### src/sv/sbpf_pkg.sv
package sbpf_pkg;

   localparam int SQRT_CELLS = 34;
   localparam int DIV_CELLS  = 32;

   localparam logic [2:0] REG_CENTER_X    = 3'd0;
   localparam logic [2:0] REG_CENTER_Y    = 3'd1;
   localparam logic [2:0] REG_CENTER_Z    = 3'd2;
   localparam logic [2:0] REG_WALL_RADIUS = 3'd3;
   localparam logic [2:0] REG_INV_STEP_SQ = 3'd4;

   typedef logic [32:0] mag_type;

   typedef struct packed {
      logic              outside;
      logic [2:0]        pos;
      mag_type [2:0]     mag;
   } side_type;

   typedef struct packed {
      logic [67:0] val;
      logic [37:0] rem;
      logic [33:0] root;
      side_type    side;
   } sqrt_type;

   typedef struct packed {
      logic [2:0][41:0] rem;
      logic [2:0][31:0] low;
      logic [2:0][31:0] quo;
      logic [2:0]       ovf;
      logic [2:0]       pos;
      logic             outside;
      logic [41:0]      dvs;
   } div_type;

endpackage

### src/sv/sbpf_sqrt_cell.sv
module sbpf_sqrt_cell (
   input  logic                   clock,
   input  logic                   reset,
   input  logic                   in_valid,
   input  sbpf_pkg::sqrt_type     in_data,
   input  logic                   hold_in,
   output logic                   hold_out,
   output logic                   out_valid,
   output sbpf_pkg::sqrt_type     out_data
);
   import sbpf_pkg::*;

   logic        v_ff;
   sqrt_type    d_ff, d_in;
   logic [37:0] rem_s;
   logic [37:0] trial;
   logic        ge;

   assign hold_out = v_ff & hold_in;

   always_comb begin
      rem_s = {in_data.rem[35:0], in_data.val[67:66]};
      trial = {2'b00, in_data.root, 2'b01};
      ge    = rem_s >= trial;
      d_in      = in_data;
      d_in.val  = {in_data.val[65:0], 2'b00};
      d_in.rem  = ge ? rem_s - trial : rem_s;
      d_in.root = {in_data.root[32:0], ge};
   end

   always_ff @(posedge clock) begin
      if (reset) begin
         v_ff <= 1'b0;
      end else if (!hold_out) begin
         v_ff <= in_valid;
      end
   end

   always_ff @(posedge clock) begin
      if (!hold_out) d_ff <= d_in;
   end

   assign out_valid = v_ff;
   assign out_data  = d_ff;

endmodule

### config.mk
export PLATFORM = sky130hd
export DESIGN_NAME = sbpf_sqrt_cell
export DESIGN_NICKNAME = d
export VERILOG_FILES = /design/src/sv/sbpf_pkg.sv /design/src/sv/sbpf_sqrt_cell.sv
export SDC_FILE = /design/constraint.sdc
export NUM_CORES = 1
export LEC_CHECK = 0
export BUFFER_PORTS_ARGS = -buffer_cell sky130_fd_sc_hd__buf_2
export CAP_MARGIN = 20
export CORE_AREA = 2 2 191 193
export DETAILED_ROUTE_END_ITERATION = 16
export DIE_AREA = 0 0 193 195
export SLEW_MARGIN = 20
export SYNTH_ARGS = -nofsm -noshare
export SYNTH_HDL_FRONTEND = slang
export SYNTH_SLANG_ARGS = --single-unit
### constraint.sdc
create_clock -name clock -period 9.3 [get_ports clock]
set_input_delay 1.395 -clock clock [delete_from_list [all_inputs] [get_ports clock]]
set_output_delay 1.395 -clock clock [all_outputs]
set_load 0.005 [all_outputs]
==> reports/summary.txt, run 1 <==
RePlAce Congestion -> 0.932
Std cell rows -> 69
Final Cycle Share -> 49.2%
Pre-CTS setup slack -> 4.08 ns
CP Class -> in2reg
Min-Delay Path Depth -> 2
CTS tree -> done
GRT Residual Overflow -> 0
CP required -> 9.58 ns
# setup viols final -> 0
Maximum fanout along the worst path -> 50
Flop-to-flop setup slack -> 6.27 ns
Sequential Power Share -> 46.8%
Int Power -> 2.14 mW
Number of CTS-inserted buffers -> 29
Die X -> 193 um
Combinational Power Share -> 14.5%
TNS Setup -> 0 ns
Final Hold Vio Count -> 0
CTS clk-pin slew, worst paths -> 0.06 ns
CP Capture Type -> flip-flop
Worst reg2reg path startpoint -> out_valid
Max-slew headroom -> 31.3%
Critical path arrival -> 4.86 ns
Most frequent cells in the layout -> buf_2 (487), edfxtp_1 (241), nand2_1 (60), o21ai_0 (50), inv_1 (49)
Pleak -> 6.24 nW
Vias -> 7775
Startpoint Class -> primary input
Post-CTS Setup Inserts -> 0
Layout cell share with drive strength beyond 1 -> 45.5%
Fin. max-slew vios -> 0
Final net count -> 1473
Max H-tree Level -> 1
# clock sinks -> 242
PnR worst setup slack -> 4.72 ns
Crit path capture -> out_data[162]
Placed cell count -> 1620
Largest net degree at the start of global routing -> 78
Switching Fraction -> 25.4%
Skew-Pair Late Insertion Delay -> 0.57 ns
Min Tclk post-route -> 4.58 ns
Status -> complete, no violations
Clock share of power -> 38.7%
Drt wl/cell -> 21.6 um
Hold Path Origin -> reset
Register area -> 7260 um2
Synth Flop Type -> edfxtp_1
Maxcap violations -> 0
Longest Clk Path Bufs -> 3
RSZ-0062 raised after global routing -> false
Area growth from synthesis to layout -> 38.8%
Fmax -> 0.218 GHz
Core area -> 35400 um2
Mapped cell area -> 10100 um2
Number of synthesized flops with an enable pin -> 241
Max IR drop VDD -> 0.154 mV
Syn Inst Count -> 689
Worst-Margin Slew -> 1.03 ns
Hold Path Class -> in2reg
Crit Reg-Reg Endpoint -> out_data[85]
Commonest non-fill, non-tap cell in the layout -> buf_2
Clk root buf -> clkbuf_16
Initial Util -> 28.4%
Pre-antenna DRT Iters -> 4
Ys async rst share -> 0%
Syn avg cell area -> 14.6 um2
Post-synthesis sequential area ratio -> 72.2%
Total power draw -> 2.87 mW
P_sw -> 0.729 mW
Initial DRC count -> 463
Total GRT Usage -> 18.2%
Cell variety after synth -> 58
Ys Warns -> 0
PD cells -> 206 nW/um2
Seq cells post-synth -> 242
Io pins -> 492
Die height -> 195 um
R2R depth -> 3
Port bufs -> 487
FILL cells -> 3470
Global-route wire length before repair -> 49500 um
Initial antenna violation count -> 22
Worst Setup SP -> in_data[114]
ANT nets after route -> 0
Area taken by multi-input logic gates -> 2510 um2
Finished Layout Cells -> 1681
Remaining DRCs -> 0
Drt via density -> 4.63
Post-Route Skew -> 0.0138 ns
Vias in the first global route -> 7556
Post-cts sizing count -> 0
# hold bufs at CTS -> 0
Hpwl dp -> 28900 um
DIE AREA -> 37600 um2
Total Wirelength -> 36400 um
-- registers in the layout, summed over array words and instances (netlist names) --
signal / cells
out_valid: 1
out_data: 241
-- power groups by stage --
stage | Combinational [mW] | Sequential (mW) | Clock [mW]
floorplan | 0.173 | 1.39 | 0
global placement | 0.416 | 1.37 | 0
detailed placement | 0.420 | 1.37 | 0
CTS | 0.423 | 1.35 | 1.14
global route | 0.453 | 1.35 | 1.19
finish | 0.417 | 1.34 | 1.11
-- routing by layer --
metal	track usage [%]	vias up	part of all wire (%)
met5	0	-	0.41
met4	6.03	22	3.4
met3	7.14	74	11
met2	30.0	341	47
met1	21.5	3724	38
li1	-	3614	-
-- per-stage QoR --
step / area [um2] / utilization, % / hold WS (ns)
2_1_floorplan: 10100 / - / 1.47
3_3_place_gp: 13000 / 36.7 / 1.28
3_5_place_dp: 13000 / 36.7 / 1.30
4_1_cts: 13900 / 39.3 / 0.941
5_1_grt: 13900 / 39.4 / 0.958
6_report: 13900 / 39.4 / 0.978
-- layout make-up --
type | count | area share, %
inverters | 49 | 1.32
flip-flops and latches | 242 | 52.0
clock buffers | 33 | 5.45
multi-input cells | 377 | 18.0
diodes | 8 | 0.144
clock inverters | 20 | 1.26
well taps | 461 | 4.14
repair buffers | 491 | 17.7
-- synth_stat cells, drive strengths merged (2+ instances only) --
cell type  count  area share, %
o21bai         5           0.37
and3           6           0.37
edfxtp       241             72
nand2         61            2.3
nor4           4           0.25
nand3          5           0.25
xor2          14            1.2
nor2          34            1.3
o31ai          7           0.66
nand2b         3           0.19
nand4         12           0.75
buf           14           0.81
mux2i          2           0.20
xnor2         15            1.3
ha            36            4.5
o21a           7           0.52
clkbuf         8           0.34
or3            4           0.25
inv           49            1.8
nor3           8           0.45
a31oi          6           0.37
o21ai         51            2.5
a211oi         5           0.47
nor3b          2           0.20
o211ai         3           0.22
a21oi         29            1.4
a21boi         6           0.45
a31o           3           0.26
and3b          2           0.17
a211o          3           0.26
o22ai          2           0.12
a21o          22            1.6
a221oi         2           0.24
o211a          3           0.30
-- logic make-up (layout without fill, tap and decap cells) --
logic type                 after synthesis  in the layout  share of synthesized area (%)
xor gates and xnor gates                29             29                           2.53
buffers and inverters                   71            593                           2.97
adders and majority gates               36             36                           4.48
muxes                                    2              2                          0.199
other                                    1             10                         0.0373
AOI/OAI and AO/OA                      161            161                           10.7
and+or+nand+nor                        147            147                           6.87
DFF                                    242            242                           72.2
-- worst min path at each step --
| stage | endpoint | slack, ns |
|---|---|---|
| floorplan | out_valid | 1.47 |
| global placement | out_data[15] | 1.28 |
| detailed placement | out_data[15] | 1.30 |
| CTS | out_valid | 0.94 |
| global route | out_valid | 0.96 |
| finish | out_valid | 0.98 |
-- worst max-delay path: stages --
cell	delay [ns]
buf_2	0.14
inv_1	0.06
ha_1	0.38
and3_1	0.25
a221oi_2	0.53
nor3b_2	0.28
a211oi_2	0.16
o31ai_4	0.86
buf_4	0.55
o21ai_0	0.22
(Power assumes the default switching activity.)
==> run 2: changes to the inputs <==
Clock period 9.3 ns to 4.51 ns, I/O delays scaled along.
==> run 2 against run 1 <==
Sequential share of layout area is essentially flat. Largest cell class unchanged. Flip-flop and latch count unchanged. Critical endpoint is now out_data[172]. Non-clock buffer count down 1. Die area stayed put. Sequential power is 110% higher.
==> reports/summary.txt, run 2 (synthesized netlist as in run 1, its figures left out) <==
Final Cycle Share -> 67.1%
Drt wl/cell -> 21.9 um
Int Power -> 4.37 mW
Initial antenna violation count -> 25
CTS clk-pin slew, worst paths -> 0.06 ns
Maximum fanout along the worst path -> 72
Min Tclk post-route -> 3.03 ns
Fin. max-slew vios -> 0
DIE AREA -> 37600 um2
Total GRT Usage -> 18.3%
Crit Reg-Reg Endpoint -> out_data[62]
Die height -> 195 um
Pleak -> 6.21 nW
Register area -> 7260 um2
CTS tree -> done
Min-Delay Path Depth -> 2
R2R depth -> 2
Commonest non-fill, non-tap cell in the layout -> buf_2
Maxcap violations -> 0
Fmax -> 0.331 GHz
Clock share of power -> 38.3%
Global-route wire length before repair -> 50000 um
Initial Util -> 28.4%
TNS Setup -> 0 ns
Area taken by multi-input logic gates -> 2520 um2
Post-CTS Setup Inserts -> 0
Met1 Use GR -> 21.2%
# clock sinks -> 242
Final net count -> 1472
FILL cells -> 3415
Hpwl dp -> 28800 um
Worst reg2reg path startpoint -> out_valid
Met2 Usage GRT -> 31.3%
Layout cell share with drive strength beyond 1 -> 45.3%
Switching Fraction -> 25.8%
Drt via density -> 4.61
Number of CTS-inserted buffers -> 29
Critical path arrival -> 3.45 ns
CP required -> 4.94 ns
Die X -> 193 um
Post-cts sizing count -> 0
Initial DRC count -> 516
ANT nets after route -> 0
Clk root buf -> clkbuf_16
Startpoint Class -> primary input
CP Capture Type -> flip-flop
Status -> complete, no violations
P_sw -> 1.52 mW
Std cell rows -> 69
Longest Clk Path Bufs -> 3
RePlAce Congestion -> 0.856
Vias -> 7760
Worst-Margin Slew -> 0.869 ns
Area growth from synthesis to layout -> 38.8%
Total Wirelength -> 36800 um
WHS Endpoint -> out_valid
Hold Path Class -> in2reg
Io pins -> 492
Port bufs -> 487
# setup viols final -> 0
Skew-Pair Late Insertion Delay -> 0.57 ns
CP Class -> in2reg
RSZ-0062 raised after global routing -> false
PnR worst setup slack -> 1.48 ns
Largest net degree at the start of global routing -> 103
Vias in the first global route -> 7626
Core area -> 35400 um2
Gr busiest metal -> met2
Max-slew headroom -> 42.0%
Most frequent cells in the layout -> buf_2 (487), edfxtp_1 (241), nand2_1 (60), o21ai_0 (50), inv_1 (49)
Flop-to-flop setup slack -> 2.36 ns
Pre-antenna DRT Iters -> 5
Pre-CTS setup slack -> 0.844 ns
Sequential Power Share -> 47.1%
Max FFs per register -> 241
Max H-tree Level -> 1
Remaining DRCs -> 0
Final Hold Vio Count -> 0
GRT Residual Overflow -> 0
# hold bufs at CTS -> 0
Combinational Power Share -> 14.6%
PD cells -> 422 nW/um2
Max IR drop VDD -> 0.391 mV
Hold Path Origin -> reset
GR Layer Usage met3 -> 7.31%
Post-Route Skew -> 0.0198 ns
run 2: changes by cell type in the layout (fill, tap and decap cells not counted), sizes merged:
cell      previous run  this run
clkinv              13         9
clkbuf              33        36
clkinvlp             3         6
diode                8        10
buf                491       490
bufinv               2         1
inv                 51        50
run 2: worst max-delay path: stages:
cell      delay, ns
buf_2          0.10
inv_1          0.04
ha_1           0.38
a21o_1         0.23
a211o_1        0.30
o21ai_1        0.45
a211oi_2       0.25
o31ai_4        0.30
buf_12         0.32
and4b_1        0.24
nor3_2         0.14
run 2: layout make-up:
| type | instances | share of cell area (%) |
|---|---|---|
| tap | 461 | 4.13 |
| timing repair buffer | 490 | 17.8 |
| antenna | 10 | 0.179 |
| multi-input combinational | 377 | 18.0 |
| clock buffer | 36 | 5.53 |
| clock inverter | 17 | 1.00 |
| inverter | 49 | 1.32 |
| sequential | 242 | 52.0 |
run 2: metal layers:
layer	share of wire (%)	routed length, um	up-vias
met1	38	13800	3700
li1	-	-	3605
met3	11	4200	78
met2	48	17500	357
met4	3.0	1100	20
met5	0.36	131	-
run 2: worst max path at each step:
| stage | start | end | slack [ns] | depth (start not counted) |
|---|---|---|---|---|
| floorplan | hold_in | hold_out | 1.31 | 2 |
| global placement | in_data[109] | out_data[172] | 0.86 | 11 |
| detailed placement | in_data[109] | out_data[172] | 0.84 | 11 |
| CTS | in_data[109] | out_data[172] | 1.47 | 11 |
| global route | in_data[125] | out_data[169] | 1.34 | 10 |
| finish | in_data[109] | out_data[172] | 1.48 | 11 |
run 2: power by group through the flow:
stage	Combinational, mW	Sequential, mW	Clock [mW]
after floorplan	0.357	2.86	0
after CTS	0.873	2.77	2.32
after detailed placement	0.868	2.82	0
final	0.861	2.77	2.26
after global placement	0.859	2.82	0
after global routing	0.939	2.79	2.40
run 2: through the flow:
step	cell area, um2	std cells	total power, mW	hold slack, ns	utilization [%]
floorplan	10100	690	3.21	0.749	-
finish	14000	1682	5.89	0.248	39.4
detailed placement	13000	1619	3.68	0.836	36.8
global route	13900	1674	6.13	0.232	39.4
CTS	13900	1672	5.97	0.209	39.4
global placement	13000	1619	3.67	0.840	36.8
