**src/sv/sbpf_pkg.sv**
```systemverilog
package sbpf_pkg;

   localparam int SQRT_CELLS = 34;
   localparam int DIV_CELLS  = 32;

   localparam logic [2:0] REG_CENTER_X    = 3'd0;
   localparam logic [2:0] REG_CENTER_Y    = 3'd1;
   localparam logic [2:0] REG_CENTER_Z    = 3'd2;
   localparam logic [2:0] REG_WALL_RADIUS = 3'd3;
   localparam logic [2:0] REG_INV_STEP_SQ = 3'd4;

   typedef logic [32:0] mag_type;

   typedef struct packed {
      logic              outside;
      logic [2:0]        pos;
      mag_type [2:0]     mag;
   } side_type;

   typedef struct packed {
      logic [67:0] val;
      logic [37:0] rem;
      logic [33:0] root;
      side_type    side;
   } sqrt_type;

   typedef struct packed {
      logic [2:0][41:0] rem;
      logic [2:0][31:0] low;
      logic [2:0][31:0] quo;
      logic [2:0]       ovf;
      logic [2:0]       pos;
      logic             outside;
      logic [41:0]      dvs;
   } div_type;

endpackage

```
**src/sv/sbpf_div_cell.sv**
```systemverilog
module sbpf_div_cell (
   input  logic                   clock,
   input  logic                   reset,
   input  logic                   in_valid,
   input  sbpf_pkg::div_type      in_data,
   input  logic                   hold_in,
   output logic                   hold_out,
   output logic                   out_valid,
   output sbpf_pkg::div_type      out_data
);
   import sbpf_pkg::*;

   logic             v_ff;
   div_type          d_ff, d_in;
   logic [2:0][42:0] rem_s;
   logic [2:0]       ge;

   assign hold_out = v_ff & hold_in;

   always_comb begin
      d_in = in_data;
      for (int i = 0; i < 3; i++) begin
         rem_s[i] = {in_data.rem[i], in_data.low[i][31]};
         ge[i]    = rem_s[i] >= {1'b0, in_data.dvs};
         d_in.rem[i] = ge[i] ? 42'(rem_s[i] - {1'b0, in_data.dvs}) : rem_s[i][41:0];
         d_in.low[i] = {in_data.low[i][30:0], 1'b0};
         d_in.quo[i] = {in_data.quo[i][30:0], ge[i]};
      end
   end

   always_ff @(posedge clock) begin
      if (reset) begin
         v_ff <= 1'b0;
      end else if (!hold_out) begin
         v_ff <= in_valid;
      end
   end

   always_ff @(posedge clock) begin
      if (!hold_out) d_ff <= d_in;
   end

   assign out_valid = v_ff;
   assign out_data  = d_ff;

endmodule

```
**config.mk**
```make
export PLATFORM = sky130hd
export DESIGN_NAME = sbpf_div_cell
export DESIGN_NICKNAME = d
export VERILOG_FILES = /design/src/sv/sbpf_pkg.sv /design/src/sv/sbpf_div_cell.sv
export SDC_FILE = /design/constraint.sdc
export NUM_CORES = 1
export LEC_CHECK = 0
export ABC_CLOCK_PERIOD_IN_PS = 11800
export BUFFER_PORTS_ARGS = -buffer_cell sky130_fd_sc_hd__buf_2
export CORE_AREA = 3 3 287 289
export CTS_CLUSTER_DIAMETER = 40
export DETAILED_ROUTE_END_ITERATION = 12
export DIE_AREA = 0 0 290 292
export HOLD_SLACK_MARGIN = 0.1
export MAX_ROUTING_LAYER = met4
export PLACE_DENSITY = 0.59
export SETUP_SLACK_MARGIN = 0.5
export SLEW_MARGIN = 20
export SYNTH_ARGS = -nofsm -noshare
export SYNTH_HDL_FRONTEND = slang
export SYNTH_SLANG_ARGS = --single-unit
```
**constraint.sdc**
```tcl
create_clock -name clock -period 11.8 [get_ports clock]
set_clock_uncertainty 0.1 [all_clocks]
set_input_delay 2.36 -clock clock [delete_from_list [all_inputs] [get_ports clock]]
set_output_delay 2.36 -clock clock [all_outputs]
set_load 0.02 [all_outputs]
```
==> out/qor.yml, run 1 <==
wl_per_cell_um: 25.31
synth_top_area_cell: "edfxtp_1"
clkTransAtPathRegs_ns: 0.05
insertion_delay_ns: 0.60
fmax_ghz: 0.1626
gp_congestion: 0.8994
p_leak_nw: 12.32
finalHoldViolations: 0
clock_sinks: 365
worstMarginPinSlew_ns: 1.018
r2r_start: "out_valid$_SDFFE_PP0N_"
finalSetupViolCount: 0
yosys_warnings: 0
critical_path_class: "in -> reg"
syn_inst: 1675
num_vias: 17000
synth_common_cells: "edfxtp_1 (364), a21oi_1 (165), ha_1 (126)"
grt-ovfl-total: 0
cts_tree: "yes"
p_per_area_nw_per_um2: 179.9
pre_cts_ws_ns: 5.039
area_delta_synth_final_pct: 36.46
drcViolationCount: 0
worstSetupEndpointType: "flop"
synth_seq_cells: 365
met2_usage_pct: 38.78
antenna_left: 0
io-pin-count: 740
seq_power_share_pct: 33.2
switching_share_pct: 30.80
die_h_um: 292
initialDrtViolationCount: 910
grt_usage_pct: 21.13
grtUsageMet3_pct: 6.549
ctsRootBufferMaster: "clkbuf_16"
antenna_found_initial: 43
combPwrFrac_pct: 22.7
final_cell_area_um2: 27670
yosysMostFrequentCell: "edfxtp_1"
grt_pass1_vias: 17130
cp.required_ns: 12.04
routed_wl_mm: 90.70
holdBufCountCts: 0
place_area_um2: 25000
cap_viol_max_count: 0
slew_viol_final: 0
status: "finished clean"
startpoint: "in_data[40]"
crit_fanout: 43
synth_area_leaders: "edfxtp_1 (54%), ha_1 (7.8%), mux2_4 (4.7%)"
synth_cell_types: 89
globalRouteMet1Util_pct: 21.69
instances_no_fill: 3583
hold_ws_ns: 1.179
yosysTopAreaCellShare_pct: 53.90
totalPowerFinal_mw: 4.977
top_usage_layer: "met2"
hpwlAfterDp_mm: 75.35
hold_depth: 1
dp_cells: 3420
fin_util_pct: 34.52
cp-start-kind: "primary input"
drive_gt1_share_pct: 39.31
cts_setup_buffers: 0
setup_ws_ns: 5.651
die_area_um2: 84680
synth_edf_count: 364
h-tree-depth: 3
peakVddDrop_v: 0.0001085
avgSynthCellArea_um2: 12.11
setup_tns_ns: 0
cts_buffer_depth: 3
hold_start: "out_valid$_SDFFE_PP0N_"
numCtsBuffers: 74
synthesis.area_um2: 20280
min_period_over_period_pct: 52.11
synthArstFlopShare_pct: 0
p_int_mw: 3.444
rr_worst_depth: 4
dr.pass1.iters: 5
grt_first_pass_wirelength_mm: 124.6
relSlewSlack_pct: 32.16
min_path_type: "reg -> reg"
coreArea_um2: 80160
rsz0062_at_grt: "false"
pwr-share-clk_pct: 44.0
seq_area_frac_synth_pct: 54.00
p_sw_mw: 1.533
post_cts_resize_count: 0
die_x_um: 290
via_per_inst: 4.744
rows: 104
portBuffers: 733
fin_nets: 2936
initial_core_util_pct: 25.30
ys.flop_type: "edfxtp_1"
min_period_ns: 6.149
grt_max_degree: 134
arrival_ns: 6.39
worst max-delay path: stages:
cell,delay [ns]
buf_2,0.09
inv_1,0.13
ha_1,0.51
nand4_1,0.23
or4_1,0.53
or4_1,0.52
nor4_1,0.50
a211oi_1,0.14
o21ai_1,0.19
a31oi_2,0.06
inv_1,0.37
buf_4,0.49
o211a_1,0.22
nor3_1,0.05
cells in the final DEF (no fill, tap or decap), types with 25 or more instances in the layout:
| cell | n |
|---|---|
| a21o_1 | 71 |
| mux2_4 | 64 |
| nand3_1 | 27 |
| ha_1 | 126 |
| buf_2 | 733 |
| nor2_1 | 93 |
| inv_1 | 77 |
| a21oi_1 | 165 |
| o21bai_1 | 28 |
| nand2_1 | 113 |
| diode_2 | 25 |
| clkbuf_16 | 75 |
| nand4_1 | 31 |
| o21ai_0 | 86 |
| edfxtp_1 | 364 |
| xnor2_1 | 65 |
| xor2_1 | 35 |
worst paths after layout:
| check | end | slack, ns |
|---|---|---|
| hold reg to reg | out_data[56]$_DFFE_PN_ | 1.18 |
| setup reg to reg | out_data[194]$_DFFE_PN_ | 7.89 |
| hold / removal | out_data[56]$_DFFE_PN_ | 1.18 |
| setup / recovery | out_data[323]$_DFFE_PN_ | 5.65 |
area by class of cell:
cell class,count,area [um^2]
sequential,365,10950
tap,1060,1326
clock buffer,81,1899
inverter,78,295.3
timing repair buffer,744,3764
multi-input combinational,1173,8665
fill,8144,52490
clock inverter,57,709.4
antenna,25,62.56
sequential cells by signal (all words and copies together), names as in the netlist:
register / cells
out_data: 364
out_valid: 1
layer usage:
layer | vias up | share of wire [%]
met5 | - | 0
met4 | 0 | 2.9
met3 | 148 | 7.3
met2 | 612 | 53
met1 | 8282 | 37
li1 | 7955 | -
power by group through the flow:
| stage | combinational, mW | clock (mW) | sequential, mW |
|---|---|---|---|
| 6_report | 1.13 | 2.19 | 1.65 |
| 5_1_grt | 1.22 | 2.30 | 1.67 |
| 4_1_cts | 1.15 | 2.24 | 1.66 |
| 3_5_place_dp | 1.14 | 0 | 1.68 |
| 3_3_place_gp | 1.14 | 0 | 1.68 |
| 2_1_floorplan | 0.515 | 0 | 1.89 |
cell families after synthesis:
family	after synthesis	synth area share [%]
simple gates	378	9.058
buf+inv	139	3.394
flops	365	54.00
mux	70	5.060
fa+ha+maj	129	8.071
other cells	1	0.01849
xor+xnor	100	4.319
compound gates	493	16.08
(Power assumes the default switching activity.)
==> run 2, diff against run 1 <==
Settings changed: ABC_AREA set to 1, ABC_CLOCK_PERIOD_IN_PS 11800 to 6000, CORE_AREA 3 3 287 289 to 3 3 283 285, DIE_AREA 0 0 290 292 to 0 0 286 288, PLACE_DENSITY 0.59 to 0.62.
Clock period 11.8 ns to 6 ns, I/O delays scaled along.
==> out/qor.yml, run 2 <==
yosysTopAreaCellShare_pct: 47.89
avgSynthCellArea_um2: 7.911
clkTransAtPathRegs_ns: 0.05
die_h_um: 288
worstSetupEndpointType: "flop"
instances_no_fill: 4805
cts_buffer_depth: 3
p_int_mw: 6.538
synth_common_cells: "nand2_1 (1178), inv_1 (478), edfxtp_1 (364)"
post_cts_resize_count: 0
peakVddDrop_v: 0.0001846
switching_share_pct: 33.10
startpoint: "in_data[25]"
setup_tns_ns: 0
cp_top_family: "simple AND/OR/NAND/NOR gates"
cp.required_ns: 6.33
portBuffers: 733
insertion_delay_ns: 0.62
grt-ovfl-total: 0
synth_seq_cells: 365
initial_core_util_pct: 29.41
seq_area_um2: 10950
pwr-share-clk_pct: 44.0
multi_input_area_um2: 9824
fmax_ghz: 0.2702
yosys_warnings: 0
drive_gt1_share_pct: 24.33
min_period_over_period_pct: 61.68
cp-start-kind: "primary input"
synth_edf_count: 364
coreArea_um2: 77590
final_common_cell: "nand2_1"
num_vias: 22160
slowest_stage: "inv_4"
arrival_ns: 4.03
rsz0062_at_grt: "false"
grt_pass1_vias: 21320
cap_viol_max_count: 0
min_period_ns: 3.701
crit_fanout: 45
syn_inst: 2885
h-tree-depth: 3
routed_wl_mm: 105.8
io-pin-count: 740
rows: 102
layout_common_cells: "nand2_1 (1177), buf_2 (733), inv_1 (478)"
antenna_found_initial: 44
relSlewSlack_pct: 31.92
holdBufCountCts: 0
initialDrtViolationCount: 1315
cpPeakStageDelay_ns: 0.45
dr.pass1.iters: 5
finalSetupViolCount: 0
p_leak_nw: 15.85
yosysMostFrequentCell: "nand2_1"
n_fill_cell: 8231
p_sw_mw: 3.235
seq_area_frac_synth_pct: 47.98
critPathBufInv: 4
synthArstFlopShare_pct: 0
synth_area_leaders: "edfxtp_1 (48%), nand2_1 (19%), inv_1 (7.9%)"
cts_tree: "yes"
antenna_left: 0
clock_sinks: 365
cp_cell_sequence: "buf_2 > inv_1 > ha_1 > nand2_2 > inv_1 > a21oi_1 > nand2_1 > a21oi_2 > nand2_2 > nand2_4 > nand2_8 > inv_4 > nand2_1 > nand2_1"
hold_ws_ns: 0.6336
synth_cell_types: 35
numCtsBuffers: 76
grt_first_pass_wirelength_mm: 144.4
grt_usage_pct: 25.35
crit_path_frequent_cell: "nand2_1"
combPwrFrac_pct: 22.8
via_per_inst: 4.612
synth_top_area_cell: "edfxtp_1"
synthesis.area_um2: 22820
largest_reg_flops: 364
die_x_um: 286
ys.flop_type: "edfxtp_1"
hold_start: "in_data[203]"
hpwlAfterDp_mm: 89.17
worstMarginPinSlew_ns: 1.021
wl_per_cell_um: 22.02
critical_path_class: "in -> reg"
seq_power_share_pct: 33.2
finalHoldViolations: 0
final_cell_area_um2: 30310
drcViolationCount: 0
grt_max_degree: 143
p_per_area_nw_per_um2: 322.4
slew_viol_final: 0
fin_nets: 4175
min_path_type: "in -> reg"
cts_setup_buffers: 0
ctsRootBufferMaster: "clkbuf_16"
r2r_start: "out_valid$_SDFFE_PP0N_"
place_area_um2: 27620
status: "finished clean"
gp_congestion: 0.9922
dp_cells: 4637
area_delta_synth_final_pct: 32.81
die_area_um2: 82370
-- run 2: changes by cell type in the layout (fill, tap and decap cells not counted), moves of 64 or more --
cell and change:
nor2_1 +116, nand2_1 +1064, a21o_1 -68, mux2_4 -64
inv_1 +401, nand3_1 +140, xnor2_1 -65
-- run 2: worst reg2reg max path, delay by kind of cell, from the launching register on --
| kind | cells | cell delay (ns) |
|---|---|---|
| flip-flops | 1 | 0.36 |
| buffers and inverters | 1 | 0.66 |
| AND/OR/NAND/NOR | 1 | 0.68 |
-- run 2: path summary, 6_finish.rpt --
kind,slack (ns),cells past startpoint,end
max,2.30,14,out_data[285]$_DFFE_PN_
min,0.63,1,out_data[204]$_DFFE_PN_
max reg2reg,3.59,2,out_data[154]$_DFFE_PN_
min reg2reg,1.25,1,out_data[37]$_DFFE_PN_
-- run 2: area by class of cell --
type                            count  share of cell area [%]
Clock inverter                     60                   2.332
Antenna cell                       29                  0.2394
Tap cell                         1040                   4.293
Multi-Input combinational cell   2011                   32.41
Inverter                          484                   6.010
Timing Repair Buffer              737                   12.28
Clock buffer                       79                   6.311
Sequential cell                   365                   36.12
-- run 2: cell families after synthesis --
logic type      Yosys count  synth area share [%]
buf+inv                 511                 9.083
compound gates          167                 3.980
other cells               1               0.01643
xor+xnor                 66                 2.533
flops                   365                 47.98
fa+ha+maj               129                 7.170
simple gates           1646                 29.24
-- run 2: power by group through the flow --
stage               clock network [mW]  logic, mW  registers (mW)
finish                            4.30       2.23            3.24
global route                      4.51       2.42            3.27
CTS                               4.40       2.25            3.25
detailed placement                   0       2.24            3.29
global placement                     0       2.23            3.29
floorplan                            0      0.967            3.65
-- run 2: routing by layer --
| metal | track usage (%) | vias up | part of all wire (%) |
|---|---|---|---|
| met4 | 9.762 | 0 | 3.9 |
| met1 | 26.62 | 10410 | 37 |
| met5 | - | - | 0 |
| li1 | - | 10800 | - |
| met3 | 5.091 | 147 | 6.6 |
| met2 | 46.61 | 805 | 53 |
-- run 2: through the flow --
step                      setup slack (ns)  util (%)  power (mW)
after CTS                            2.303     38.97       9.894
final                                2.299     39.07       9.774
after global placement               1.744     35.60       5.519
after detailed placement             1.717     35.60       5.528
after global routing                 2.195     39.06       10.20
after floorplan                      1.676         -       4.613
